$ cat src/hw/rtl/stxetx_pkg.sv
// Shared types, codes and constants for the STX/ETX message deframer.
package stxetx_pkg;

    localparam int DEF_BUFFER_DEPTH = 32;

    localparam int BYTE_W  = 8;
    localparam int KIND_W  = 2;
    localparam int STAT_W  = 2;
    localparam int LEN_W   = 6;
    localparam int CFG_IDX_W = 1;

    // Result kinds
    localparam logic [KIND_W-1:0] KIND_RX   = 2'd0;
    localparam logic [KIND_W-1:0] KIND_BYTE = 2'd1;
    localparam logic [KIND_W-1:0] KIND_NONE = 2'd2;

    // Buffer states
    localparam logic [STAT_W-1:0] ST_EMPTY   = 2'd0;
    localparam logic [STAT_W-1:0] ST_FILLING = 2'd1;
    localparam logic [STAT_W-1:0] ST_VALID   = 2'd2;

    // Input commands
    localparam logic CMD_RECEIVE = 1'b0;
    localparam logic CMD_FETCH   = 1'b1;

    // Configuration register indexes
    localparam logic [CFG_IDX_W-1:0] CFG_START_CODE = 1'b0;
    localparam logic [CFG_IDX_W-1:0] CFG_END_CODE   = 1'b1;

    localparam logic [BYTE_W-1:0] START_CODE_RST = 8'h02;
    localparam logic [BYTE_W-1:0] END_CODE_RST   = 8'h03;

    typedef struct packed {
        logic rx;           // process a received byte
        logic fetch_start;  // latch the message and read its first byte
        logic fetch_none;   // report that no message is ready
        logic stream_load;  // load the next message byte into the result register
    } cmd_t;

    typedef struct packed {
        logic msg_ready;
        logic last_byte;
    } sts_t;

    typedef struct packed {
        logic [KIND_W-1:0] kind;
        logic [STAT_W-1:0] buffer_status;
        logic              message_complete;
        logic [BYTE_W-1:0] out_byte;
        logic              out_last;
        logic [LEN_W-1:0]  stored_length;
    } res_t;

endpackage

$ cat src/hw/rtl/stxetx_in_if.sv
// Input channel: received bytes and fetch commands.
interface stxetx_in_if;
    logic       valid;
    logic       ready;
    logic       command;
    logic [7:0] rx_byte;
    logic       rx_error;

    modport source (output valid, command, rx_byte, rx_error, input ready);
    modport sink   (input valid, command, rx_byte, rx_error, output ready);
endinterface

$ cat src/hw/rtl/stxetx_out_if.sv
// Result channel: receive reports, message bytes and no-message answers.
interface stxetx_out_if;
    logic       valid;
    logic       ready;
    logic [1:0] kind;
    logic [1:0] buffer_status;
    logic       message_complete;
    logic [7:0] out_byte;
    logic       out_last;
    logic [5:0] stored_length;

    modport source (output valid, kind, buffer_status, message_complete, out_byte,
                    out_last, stored_length, input ready);
    modport sink   (input valid, kind, buffer_status, message_complete, out_byte,
                    out_last, stored_length, output ready);
endinterface

$ cat src/hw/rtl/stxetx_ctrl.sv
// Controller state machine: input/output handshakes and message streaming.
module stxetx_ctrl
(
    input  logic                clk,
    input  logic                rst_n,
    input  logic                in_valid,
    input  logic                in_command,
    output logic                in_ready,
    output logic                out_valid,
    input  logic                out_ready,
    input  stxetx_pkg::sts_t    sts,
    output stxetx_pkg::cmd_t    cmd
);

    localparam logic S_IDLE   = 1'b0;
    localparam logic S_STREAM = 1'b1;

    logic state_reg;
    logic state_next;
    logic out_valid_reg;
    logic out_valid_next;
    logic can_load;
    logic in_acc;

    assign can_load  = !out_valid_reg || out_ready;
    assign in_ready  = (state_reg == S_IDLE) && can_load;
    assign in_acc    = in_valid && in_ready;
    assign out_valid = out_valid_reg;

    always_comb
    begin
        cmd        = '0;
        state_next = state_reg;
        unique case (state_reg)
            S_IDLE:
            begin
                if (in_acc)
                begin
                    if (in_command == stxetx_pkg::CMD_RECEIVE)
                    begin
                        cmd.rx = 1'b1;
                    end
                    else if (sts.msg_ready)
                    begin
                        cmd.fetch_start = 1'b1;
                        state_next      = S_STREAM;
                    end
                    else
                    begin
                        cmd.fetch_none = 1'b1;
                    end
                end
            end
            S_STREAM:
            begin
                if (can_load)
                begin
                    cmd.stream_load = 1'b1;
                    if (sts.last_byte)
                    begin
                        state_next = S_IDLE;
                    end
                end
            end
            default:
            begin
                state_next = S_IDLE;
            end
        endcase
    end

    // Hold a stalled result; set when any result is loaded.
    assign out_valid_next = (out_valid_reg && !out_ready) || cmd.rx || cmd.fetch_none
                            || cmd.stream_load;

    always_ff @(posedge clk or negedge rst_n)
    begin
        if (!rst_n)
        begin
            state_reg     <= S_IDLE;
            out_valid_reg <= 1'b0;
        end
        else
        begin
            state_reg     <= state_next;
            out_valid_reg <= out_valid_next;
        end
    end

endmodule

$ cat src/hw/rtl/stxetx_dp.sv
// Datapath: code registers, buffer state, message store and result register.
module stxetx_dp #(
    parameter int BUFFER_DEPTH = stxetx_pkg::DEF_BUFFER_DEPTH
)
(
    input  logic                                 clk,
    input  logic                                 rst_n,
    input  logic                                 cfg_we,
    input  logic [stxetx_pkg::CFG_IDX_W-1:0]     cfg_index,
    input  logic [stxetx_pkg::BYTE_W-1:0]        cfg_wdata,
    input  logic [stxetx_pkg::BYTE_W-1:0]        rx_byte,
    input  logic                                 rx_error,
    input  stxetx_pkg::cmd_t                     cmd,
    output stxetx_pkg::sts_t                     sts,
    output stxetx_pkg::res_t                     res
);

    localparam int CNT_W = $clog2(BUFFER_DEPTH + 1);
    localparam int IDX_W = (BUFFER_DEPTH > 1) ? $clog2(BUFFER_DEPTH) : 1;

    logic [stxetx_pkg::BYTE_W-1:0] start_code_reg;
    logic [stxetx_pkg::BYTE_W-1:0] end_code_reg;
    logic [stxetx_pkg::STAT_W-1:0] state_reg;
    logic [stxetx_pkg::STAT_W-1:0] state_next;
    logic [CNT_W-1:0]              count_reg;
    logic [CNT_W-1:0]              count_next;
    logic [CNT_W-1:0]              len_reg;
    logic [IDX_W-1:0]              idx_reg;
    logic [stxetx_pkg::BYTE_W-1:0] rd_data_reg;
    stxetx_pkg::res_t              res_reg;

    logic [stxetx_pkg::BYTE_W-1:0] store_mem [BUFFER_DEPTH];

    logic             complete;
    logic             wr_en;
    logic             rd_en;
    logic [IDX_W-1:0] rd_addr;
    logic             last_byte;

    // Receive decode
    always_comb
    begin
        state_next = state_reg;
        count_next = count_reg;
        complete   = 1'b0;
        wr_en      = 1'b0;
        if (!rx_error)
        begin
            if (rx_byte == start_code_reg)
            begin
                if (state_reg != stxetx_pkg::ST_VALID)
                begin
                    count_next = '0;
                    state_next = stxetx_pkg::ST_FILLING;
                end
            end
            else if (rx_byte == end_code_reg)
            begin
                if (state_reg == stxetx_pkg::ST_FILLING && count_reg != '0)
                begin
                    state_next = stxetx_pkg::ST_VALID;
                    complete   = 1'b1;
                end
            end
            else if (state_reg == stxetx_pkg::ST_FILLING
                     && count_reg < CNT_W'(BUFFER_DEPTH))
            begin
                wr_en      = 1'b1;
                count_next = count_reg + CNT_W'(1);
            end
        end
    end

    assign last_byte = (CNT_W'(idx_reg) + CNT_W'(1)) == len_reg;
    assign rd_en     = cmd.fetch_start || (cmd.stream_load && !last_byte);
    assign rd_addr   = cmd.fetch_start ? '0 : idx_reg + IDX_W'(1);

    assign sts.msg_ready = (state_reg == stxetx_pkg::ST_VALID) && (count_reg != '0);
    assign sts.last_byte = last_byte;
    assign res           = res_reg;

    always_ff @(posedge clk or negedge rst_n)
    begin
        if (!rst_n)
        begin
            start_code_reg <= stxetx_pkg::START_CODE_RST;
            end_code_reg   <= stxetx_pkg::END_CODE_RST;
            state_reg      <= stxetx_pkg::ST_EMPTY;
            count_reg      <= '0;
        end
        else
        begin
            if (cfg_we)
            begin
                unique case (cfg_index)
                    stxetx_pkg::CFG_START_CODE: start_code_reg <= cfg_wdata;
                    stxetx_pkg::CFG_END_CODE:   end_code_reg   <= cfg_wdata;
                    default:                    ;
                endcase
            end
            if (cmd.rx)
            begin
                state_reg <= state_next;
                count_reg <= count_next;
            end
            else if (cmd.fetch_start)
            begin
                state_reg <= stxetx_pkg::ST_EMPTY;
                count_reg <= '0;
            end
        end
    end

    // Message store: one write port, one registered read port
    always_ff @(posedge clk)
    begin
        if (cmd.rx && wr_en)
        begin
            store_mem[count_reg[IDX_W-1:0]] <= rx_byte;
        end
        if (rd_en)
        begin
            rd_data_reg <= store_mem[rd_addr];
        end
    end

    always_ff @(posedge clk)
    begin
        if (cmd.fetch_start)
        begin
            len_reg <= count_reg;
            idx_reg <= '0;
        end
        else if (cmd.stream_load && !last_byte)
        begin
            idx_reg <= idx_reg + IDX_W'(1);
        end

        if (cmd.rx)
        begin
            res_reg.kind             <= stxetx_pkg::KIND_RX;
            res_reg.buffer_status    <= state_next;
            res_reg.message_complete <= complete;
            res_reg.out_byte         <= '0;
            res_reg.out_last         <= 1'b1;
            res_reg.stored_length    <= stxetx_pkg::LEN_W'(count_next);
        end
        else if (cmd.fetch_none)
        begin
            res_reg.kind             <= stxetx_pkg::KIND_NONE;
            res_reg.buffer_status    <= state_reg;
            res_reg.message_complete <= 1'b0;
            res_reg.out_byte         <= '0;
            res_reg.out_last         <= 1'b1;
            res_reg.stored_length    <= stxetx_pkg::LEN_W'(count_reg);
        end
        else if (cmd.stream_load)
        begin
            res_reg.kind             <= stxetx_pkg::KIND_BYTE;
            res_reg.buffer_status    <= stxetx_pkg::ST_EMPTY;
            res_reg.message_complete <= 1'b0;
            res_reg.out_byte         <= rd_data_reg;
            res_reg.out_last         <= last_byte;
            res_reg.stored_length    <= stxetx_pkg::LEN_W'(len_reg);
        end
    end

endmodule

$ cat src/hw/rtl/uart_stx_etx_message_deframer_top.sv
// Top level of the STX/ETX message deframer.
//
// req carries one item per transfer: a received UART byte with its error flag
// (command 0) or a fetch of the stored message (command 1). rsp carries results.
// A received byte gives one receive report in the cycle after its transfer.
// A fetch of a valid message gives its N stored bytes, one per cycle while
// rsp.ready is high, with out_last on the final byte; each byte passes the
// store's single registered read port and then the result register.
// A fetch with no message ready gives one answer in the next cycle.
// Receive items can follow each other every cycle while rsp.ready is high;
// req.ready stays low while a message streams out.
// A result waits in the output register while rsp.ready is low; req can still
// transfer one item into that slot as the waiting result leaves, and streaming
// pauses until the stalled byte is taken.
// Reset empties the buffer, zeroes the fill count and restores start code 0x02
// and end code 0x03; the store contents are not cleared and need no sweep.
// Write cfg_wdata to register cfg_index (0 start code, 1 end code) only while idle.
module uart_stx_etx_message_deframer_top #(
    parameter int BUFFER_DEPTH = stxetx_pkg::DEF_BUFFER_DEPTH
)
(
    input  logic                             clk,
    input  logic                             rst_n,
    input  logic                             cfg_we,
    input  logic [stxetx_pkg::CFG_IDX_W-1:0] cfg_index,
    input  logic [stxetx_pkg::BYTE_W-1:0]    cfg_wdata,
    stxetx_in_if.sink                        req,
    stxetx_out_if.source                     rsp
);

    stxetx_pkg::cmd_t cmd;
    stxetx_pkg::sts_t sts;
    stxetx_pkg::res_t res;

    stxetx_ctrl u_ctrl
    (
        .clk        (clk),
        .rst_n      (rst_n),
        .in_valid   (req.valid),
        .in_command (req.command),
        .in_ready   (req.ready),
        .out_valid  (rsp.valid),
        .out_ready  (rsp.ready),
        .sts        (sts),
        .cmd        (cmd)
    );

    stxetx_dp #(
        .BUFFER_DEPTH (BUFFER_DEPTH)
    ) u_dp
    (
        .clk       (clk),
        .rst_n     (rst_n),
        .cfg_we    (cfg_we),
        .cfg_index (cfg_index),
        .cfg_wdata (cfg_wdata),
        .rx_byte   (req.rx_byte),
        .rx_error  (req.rx_error),
        .cmd       (cmd),
        .sts       (sts),
        .res       (res)
    );

    assign rsp.kind             = res.kind;
    assign rsp.buffer_status    = res.buffer_status;
    assign rsp.message_complete = res.message_complete;
    assign rsp.out_byte         = res.out_byte;
    assign rsp.out_last         = res.out_last;
    assign rsp.stored_length    = res.stored_length;

endmodule

$ cat src/flat_wrapper.sv
// flat-port wrapper written by rule: the top's interface ports become plain ports
module uart_stx_etx_message_deframer_top_flat 
#(
    parameter int BUFFER_DEPTH = stxetx_pkg::DEF_BUFFER_DEPTH
)
  (clk, rst_n, cfg_we, cfg_index, cfg_wdata, req_valid, req_command, req_rx_byte, req_rx_error, req_ready, rsp_valid, rsp_kind, rsp_buffer_status, rsp_message_complete, rsp_out_byte, rsp_out_last, rsp_stored_length, rsp_ready);
  stxetx_in_if req_i ();
  stxetx_out_if rsp_i ();
  input  logic clk;
  input  logic rst_n;
  input  logic cfg_we;
  input  logic [stxetx_pkg::CFG_IDX_W-1:0] cfg_index;
  input  logic [stxetx_pkg::BYTE_W-1:0] cfg_wdata;
  input wire logic [$bits(req_i.valid)-1:0] req_valid;
  input wire logic [$bits(req_i.command)-1:0] req_command;
  input wire logic [$bits(req_i.rx_byte)-1:0] req_rx_byte;
  input wire logic [$bits(req_i.rx_error)-1:0] req_rx_error;
  output wire logic [$bits(req_i.ready)-1:0] req_ready;
  output wire logic [$bits(rsp_i.valid)-1:0] rsp_valid;
  output wire logic [$bits(rsp_i.kind)-1:0] rsp_kind;
  output wire logic [$bits(rsp_i.buffer_status)-1:0] rsp_buffer_status;
  output wire logic [$bits(rsp_i.message_complete)-1:0] rsp_message_complete;
  output wire logic [$bits(rsp_i.out_byte)-1:0] rsp_out_byte;
  output wire logic [$bits(rsp_i.out_last)-1:0] rsp_out_last;
  output wire logic [$bits(rsp_i.stored_length)-1:0] rsp_stored_length;
  input wire logic [$bits(rsp_i.ready)-1:0] rsp_ready;
  assign req_i.valid = req_valid;
  assign req_i.command = req_command;
  assign req_i.rx_byte = req_rx_byte;
  assign req_i.rx_error = req_rx_error;
  assign req_ready = req_i.ready;
  assign rsp_valid = rsp_i.valid;
  assign rsp_kind = rsp_i.kind;
  assign rsp_buffer_status = rsp_i.buffer_status;
  assign rsp_message_complete = rsp_i.message_complete;
  assign rsp_out_byte = rsp_i.out_byte;
  assign rsp_out_last = rsp_i.out_last;
  assign rsp_stored_length = rsp_i.stored_length;
  assign rsp_i.ready = rsp_ready;
  uart_stx_etx_message_deframer_top #(.BUFFER_DEPTH(BUFFER_DEPTH)) u_core (.clk(clk), .rst_n(rst_n), .cfg_we(cfg_we), .cfg_index(cfg_index), .cfg_wdata(cfg_wdata), .req(req_i), .rsp(rsp_i));
endmodule
$ cat config.mk
export PLATFORM = sky130hd
export DESIGN_NAME = uart_stx_etx_message_deframer_top_flat
export DESIGN_NICKNAME = d
export VERILOG_FILES = /design/src/hw/rtl/stxetx_pkg.sv /design/src/hw/rtl/stxetx_in_if.sv /design/src/hw/rtl/stxetx_out_if.sv /design/src/hw/rtl/stxetx_ctrl.sv /design/src/hw/rtl/stxetx_dp.sv /design/src/hw/rtl/uart_stx_etx_message_deframer_top.sv /design/src/flat_wrapper.sv
export SDC_FILE = /design/constraint.sdc
export NUM_CORES = 1
export LEC_CHECK = 0
export ABC_AREA = 1
export BUFFER_PORTS_ARGS = -buffer_cell sky130_fd_sc_hd__buf_2
export CAP_MARGIN = 5
export CORE_ASPECT_RATIO = 1.2
export CORE_MARGIN = 3
export CORE_UTILIZATION = 50
export CTS_CLUSTER_SIZE = 12
export DETAILED_ROUTE_END_ITERATION = 6
export PLACE_DENSITY = 0.66
export SLEW_MARGIN = 40
export SYNTH_ARGS = -nofsm -noshare
export SYNTH_HDL_FRONTEND = slang
export SYNTH_SLANG_ARGS = --single-unit
$ cat constraint.sdc
create_clock -name clk -period 5.45 [get_ports clk]
set_input_delay 1.09 -clock clk [delete_from_list [all_inputs] [get_ports clk]]
set_output_delay 1.09 -clock clk [all_outputs]
set_load 0.02 [all_outputs]
After elaboration in Yosys (flattened, before gate mapping)
Memory sizes are Yosys's and may differ from the RTL's. A register that Yosys moved wholly into a read port is not among the register bits.
Index checks and enable logic that the tools add are counted.
{ "classes": {"add_sub_neg": 3, "magnitude_cmp": 1, "n_eq_ne": 6, "mux": 41, "bitwise_logic": 2, "reduce_logical": 23} }
{ "op_table": {"columns": ["operator", "count"], "rows": [
  ["6-bit two-way mux", 7],
  ["20-bit two-way mux", 2],
  ["1-bit two-way mux", 19],
  ["18-bit two-way mux", 1],
  ["8-bit equality test", 2],
  ["2-bit two-way mux", 8],
  ["1-bit logical AND", 8],
  ["5-bit by 1-bit adder with 6-bit output, second input constant", 1],
  ["6-bit by 1-bit adder with 6-bit output, second input constant", 1],
  ["6-bit equality test", 1],
  ["6-bit less-than comparator, second input constant", 1],
  ["3-bit two-way mux", 2],
  ["6-bit nonzero test", 1],
  ["5-bit by 1-bit adder with 5-bit output, second input constant", 1],
  ["1-bit logical OR", 5],
  ["5-bit two-way mux", 1],
  ["2-bit AND reduction", 2],
  ["2-bit nonzero test", 2],
  ["1-bit logical NOT", 3],
  ["3-bit nonzero test", 1],
  ["2-bit by 1-bit equality test with 1-bit output, second input constant", 1],
  ["2-bit equality test, second input constant", 1],
  ["2-bit inequality test, second input constant", 1],
  ["1-bit inverter", 2],
  ["2 further kinds", 2]
]} }
{ "totals": {"register_bits": 57, "ram_bits": 256, "input_bits": 24, "wordCells": 92, "mem_count": 1} }
{ "mem_list": {"columns": ["name", "depth", "word_bits", "read_ports", "rd_clocked_by_memory_dff", "wr", "line", "source"], "rows": [
  ["u_core.u_dp.store_mem", 32, 8, 1, 1, 1, "stxetx_dp.sv:32", "logic [stxetx_pkg::BYTE_W-1:0] store_mem [BUFFER_DEPTH];"]
]} }

Depth between registers and ports, before layout
{ "logic_depth": {"word_depth": 9, "depth_mapped": 14} }

Cells and area by module
From an unflattened synthesis, not the netlist that was laid out.
{ "hier_totals": {"cells_unflattened": 1231, "area_unflattened_um2": 13729.4} }
{ "modules_own_cells": {"columns": ["module", "instances", "cells_per_inst", "area_each_um2", "seq_area_each_um2"], "rows": [
  ["stxetx_dp", 1, 1208, 13595.5, 9302.7],
  ["stxetx_ctrl", 1, 23, 133.9, 50.0]
]} }

Least setup slack after synthesis
No wires, ideal clock.
{ "synth_timing": {"path_kind": "input to register", "startpoint": "input rsp_ready", "endpoint": "memory u_core.u_dp.store_mem[28][0] (netlist bit), enable pin", "t_arrival_ns": 2.478, "required_time_ns": 5.080, "path_slack_ns": 2.602, "cell_stages": 10, "path_buffers": 0, "cell_sequence": "inv_1 -> nand2_1 -> nand3_1 -> nor2_2 -> inv_1 -> nor2_1 -> nand2_1 -> inv_1 -> nand2_1 -> nor2_1"} }
{ "synth_between": {"elab_chain_cells": 8} }
{ "synth_rtl": {"columns": ["element", "line", "source"], "rows": [
  ["start, declared", "flat_wrapper.sv:26", "input wire logic [$bits(rsp_i.ready)-1:0] rsp_ready;"],
  ["1-bit logical OR", "stxetx_ctrl.sv:25", "assign can_load = !out_valid_reg || out_ready;"],
  ["1-bit logical AND", "stxetx_ctrl.sv:26", "assign in_ready = (state_reg == S_IDLE) && can_load;"],
  ["1-bit logical AND", "stxetx_ctrl.sv:27", "assign in_acc = in_valid && in_ready;"],
  ["3-bit two-way mux", "stxetx_ctrl.sv:37", "if (in_acc)"],
  ["3-bit two-way mux", "stxetx_ctrl.sv:34", "unique case (state_reg)"],
  ["1-bit logical AND", "stxetx_dp.sv:117", "if (cmd.rx && wr_en)"],
  ["1-bit two-way mux", "stxetx_dp.sv:117", null],
  ["1-bit two-way mux (not written as such)", "stxetx_dp.sv:119", "store_mem[count_reg[IDX_W-1:0]] <= rx_byte;"],
  ["end, declared", "stxetx_dp.sv:32", null]
]} }
Every way passes these cells.

Worst setup path after layout
{ "layout_timing": {"startpoint": "input req_rx_byte[6]", "endpoint": "memory u_core.u_dp.store_mem[26][4] (netlist bit), enable pin"} }
{ "layout_between": {"elab_chain_cells": 7, "elab_cells_between_ends": 8, "classes_between": "eq/ne: 2; mux: 5; reduce/logical: 1"} }
{ "layout_rtl": {"columns": ["element", "line", "source"], "rows": [
  ["start, declared", "flat_wrapper.sv:16", "input wire logic [$bits(req_i.rx_byte)-1:0] req_rx_byte;"],
  ["8-bit equality test", "stxetx_dp.sv:57", "else if (rx_byte == end_code_reg)"],
  ["1-bit two-way mux", "stxetx_dp.sv:57", null],
  ["1-bit two-way mux *", "stxetx_dp.sv:49", "if (rx_byte == start_code_reg)"],
  ["1-bit two-way mux *", "stxetx_dp.sv:47", "if (!rx_error)"],
  ["1-bit logical AND *", "stxetx_dp.sv:117", null],
  ["1-bit two-way mux *", "stxetx_dp.sv:117", null],
  ["1-bit two-way mux (not written as such) *", "stxetx_dp.sv:119", null]
]} }
Every way passes the cells marked *; elsewhere a longest branch is shown, timed or not.

==> impl_metrics.ini <==
[layout]
largest_register_ffs = 256
final_common_cell = edfxtp_1
fillers = 2491
nets = 1440
diodes = 0
synthToLayoutAreaGrowth_pct = 9.45
drive_gt1_share_pct = 12.0
final_cell_mix = edfxtp_1 (279), nand2_1 (276), nand3_1 (223)

[setup_path]
cp_max_fo = 35
end_kind = register
crit_path_cell_trace = buf_2 -> nand2_1 -> nand4_1 -> nor2_1 -> nand2_1 -> nand2_1 -> nor2_2 -> nand2_1 -> inv_1 -> nand2_1 -> nor2_1
reg2reg_from = u_core.u_dp.count_reg[0]
path_class = in -> reg
r2r_cells = 13
cp.depth = 11
crit_top_cell = nand2_1
critPathLaunchType = primary input
cp.arrival_ns = 3.80
rrSetupSlack_ns = 2.06
r2r_end = u_core.u_dp.rd_data_reg[2]
cp.buffers_inverters = 2
required_ns = 5.64
crit_family = simple AND/OR/NAND/NOR gates
slowest_delay_ns = 0.68
cpMaxStageDelayCell = nor2_1

[pwr]
clkPwrFrac_pct = 22.3
power.density_mw_per_mm2 = 541
seq_power_share_pct = 35.6
ir_drop_mv = 0.569
p_int_uw = 5010
comb_power_share_pct = 42.1
switching_share_pct = 41.2
power_switching_uw = 3510
p_leak_uw = 0.00640

[global_route]
grt_overflow = 0
grt_pass1_vias = 9740
gr-usage-met1_pct = 30.7
groute.usage.overall_pct = 22.8
antenna_found_initial = 0
use_met2_pct = 39.6
grt_most_used_layer = met2
grt_pass1_wl_um = 54500
met3_usage_pct = 2.29
grt_max_degree = 91

[synth]
synthAdderAreaFrac_pct = 0.434
synth.distinct_cells = 37
yosys.area_share.simple_pct = 21.3
synth-xor-area-share_pct = 0.295
synth_edf_count = 279
synth_top_family_by_area = simple AND/OR/NAND/NOR gates
avgSynthCellArea_sq_um = 10.4
synth_top_area_share_pct = 58.1
syn_area_sq_mm = 0.0144
synth_seq_cells = 321
synth_warnings = 0
ys_seq_area_share_pct = 64.9
muxShareOfSynthArea_pct = 0
synth_area_leaders = edfxtp_1 (58%), nand3_1 (7.7%), nand2_1 (7.2%), inv_1 (5.4%), dfrtp_1 (4.0%)
synth_flop_cell = edfxtp_1
synth_nets = 1413
synth_cells = 1384
ys_async_sr_fraction_pct = 8.10
synth_compound_gate_area_share_pct = 5.00
synth_top_area_cell = edfxtp_1

[timing]
finalSetupViolCount = 0
setup_ws_ns = 1.84
slew_headroom_pct = 44.7
max_freq_mhz = 277
clock_skew_ns = 0.0145
finalMaxSlewViolations = 0
setup_tns_ns = 0
rsz0062_at_grt = no
min_period_over_period_pct = 66.2
hold_violations = 0
finalCriticalPeriod_ns = 3.61
worstMarginPinSlew_ns = 0.830
hold_ws_ns = 0.457

[worst_hold_path]
holdPathEnd = u_core.u_dp.res[10]
min-delay-start = u_core.u_dp.res[10]
hold_class = reg -> reg
whs_path_depth = 2

[floorplanning]
rows = 67
io_pins = 46
fp.dieH_um = 192
dieArea_sq_mm = 0.0309
core_sq_mm = 0.0282
dieWidth_um = 161
start_util_pct = 51.2

[placement]
place_congestion = 0.894
place_ws_ns = 1.28
dp_hpwl_um = 22300
io_buffers = 45

[detailed_routing]
routed_via_density = 5.45
wl_per_cell_um = 19.3
drt_iter0_markers = 890
num_vias = 9834
dr.pass1.iters = 6
ant_nets = 0
drc = 0
wl_um = 34800

[clock_tree]
cts_tree = done
postCtsSetupBuffers = 0
worstSkewPairLatency_ns = 0.57
hold_buffers = 0
clockBufferDepth = 3
cts_buffers = 31
htreeDepth = 1
cts_sinks = 321
root_buffer = clkbuf_16
cts_resized = 0
path_clk_slew_ns = 0.06

[flow_run]
maxCapViolCount = 0

[status]
run_status = completed
## worst min-delay path, cell delays in order, from the launching register on
cell and delay [ns]:
dfxtp_1 0.30, nand2_1 0.06, a21oi_1 0.05
## synthesized netlist by cell type, types with 12 or more instances
cell,n
o2111ai_1,48
buf_2,25
edfxtp_1,279
dfxtp_1,16
nand2_1,276
clkbuf_1,22
nor2_1,88
a21oi_1,16
nand4_1,12
buf_4,12
or2_2,50
inv_1,207
nand3_1,223
o21ai_0,36
dfrtp_1,23
## power by group through the flow
stage | Sequential (uW) | Clock (uW) | Combinational [uW]
after floorplan | 3100 | 0 | 2580
after global placement | 3080 | 0 | 3540
after detailed placement | 3090 | 0 | 3570
after CTS | 3040 | 1930 | 3580
after global routing | 3050 | 2040 | 3960
final | 3040 | 1900 | 3590
## per-layer routing
| layer | part of all wire (%) | vias up |
|---|---|---|
| li1 | - | 4712 |
| met1 | 42 | 4720 |
| met2 | 50 | 342 |
| met3 | 5.2 | 60 |
| met4 | 2.7 | 0 |
| met5 | 0 | - |
## cells by family (layout without fill, tap and decap cells)
family | count (synthesis) | after routing
compound gates | 106 | 106
buf+inv | 279 | 321
simple gates | 669 | 669
flops | 321 | 321
fa+ha+maj | 5 | 5
xor+xnor | 4 | 4
## worst max-delay path by stage
stage | from | end | slack, ns
finish | req_rx_byte[6] | u_core.u_dp.store_mem[26][4] | 1.84
global route | req_rx_byte[6] | u_core.u_dp.store_mem[6][1] | 1.60
CTS | req_rx_byte[7] | u_core.u_dp.store_mem[26][6] | 1.86
detailed placement | req_rx_byte[7] | u_core.u_dp.store_mem[26][4] | 1.28
global placement | req_rx_byte[7] | u_core.u_dp.store_mem[11][2] | 1.38
floorplan | rsp_ready | u_core.u_dp.store_mem[28][0] | 2.60
## stage by stage
stage	instance area (sq um)	power [uW]	std cells	util [%]
after floorplan	14400	5680	1384	-
after global placement	14900	6620	1756	52.8
after detailed placement	14900	6660	1756	52.8
after CTS	15700	8540	1804	55.9
after global routing	15800	9060	1805	56.0
final	15800	8530	1805	56.0
## layout make-up
| class | instances | area (sq um) | area share (%) |
|---|---|---|---|
| inverter | 215 | 810 | 5.13 |
| clock inverter | 4 | 33.8 | 0.214 |
| clock buffer | 44 | 835 | 5.29 |
| tap | 379 | 474 | 3.01 |
| sequential | 321 | 9350 | 59.3 |
| multi-input combinational | 784 | 3920 | 24.8 |
| timing repair buffer | 58 | 348 | 2.21 |
Note: power is estimated with default switching activity, not from simulation.
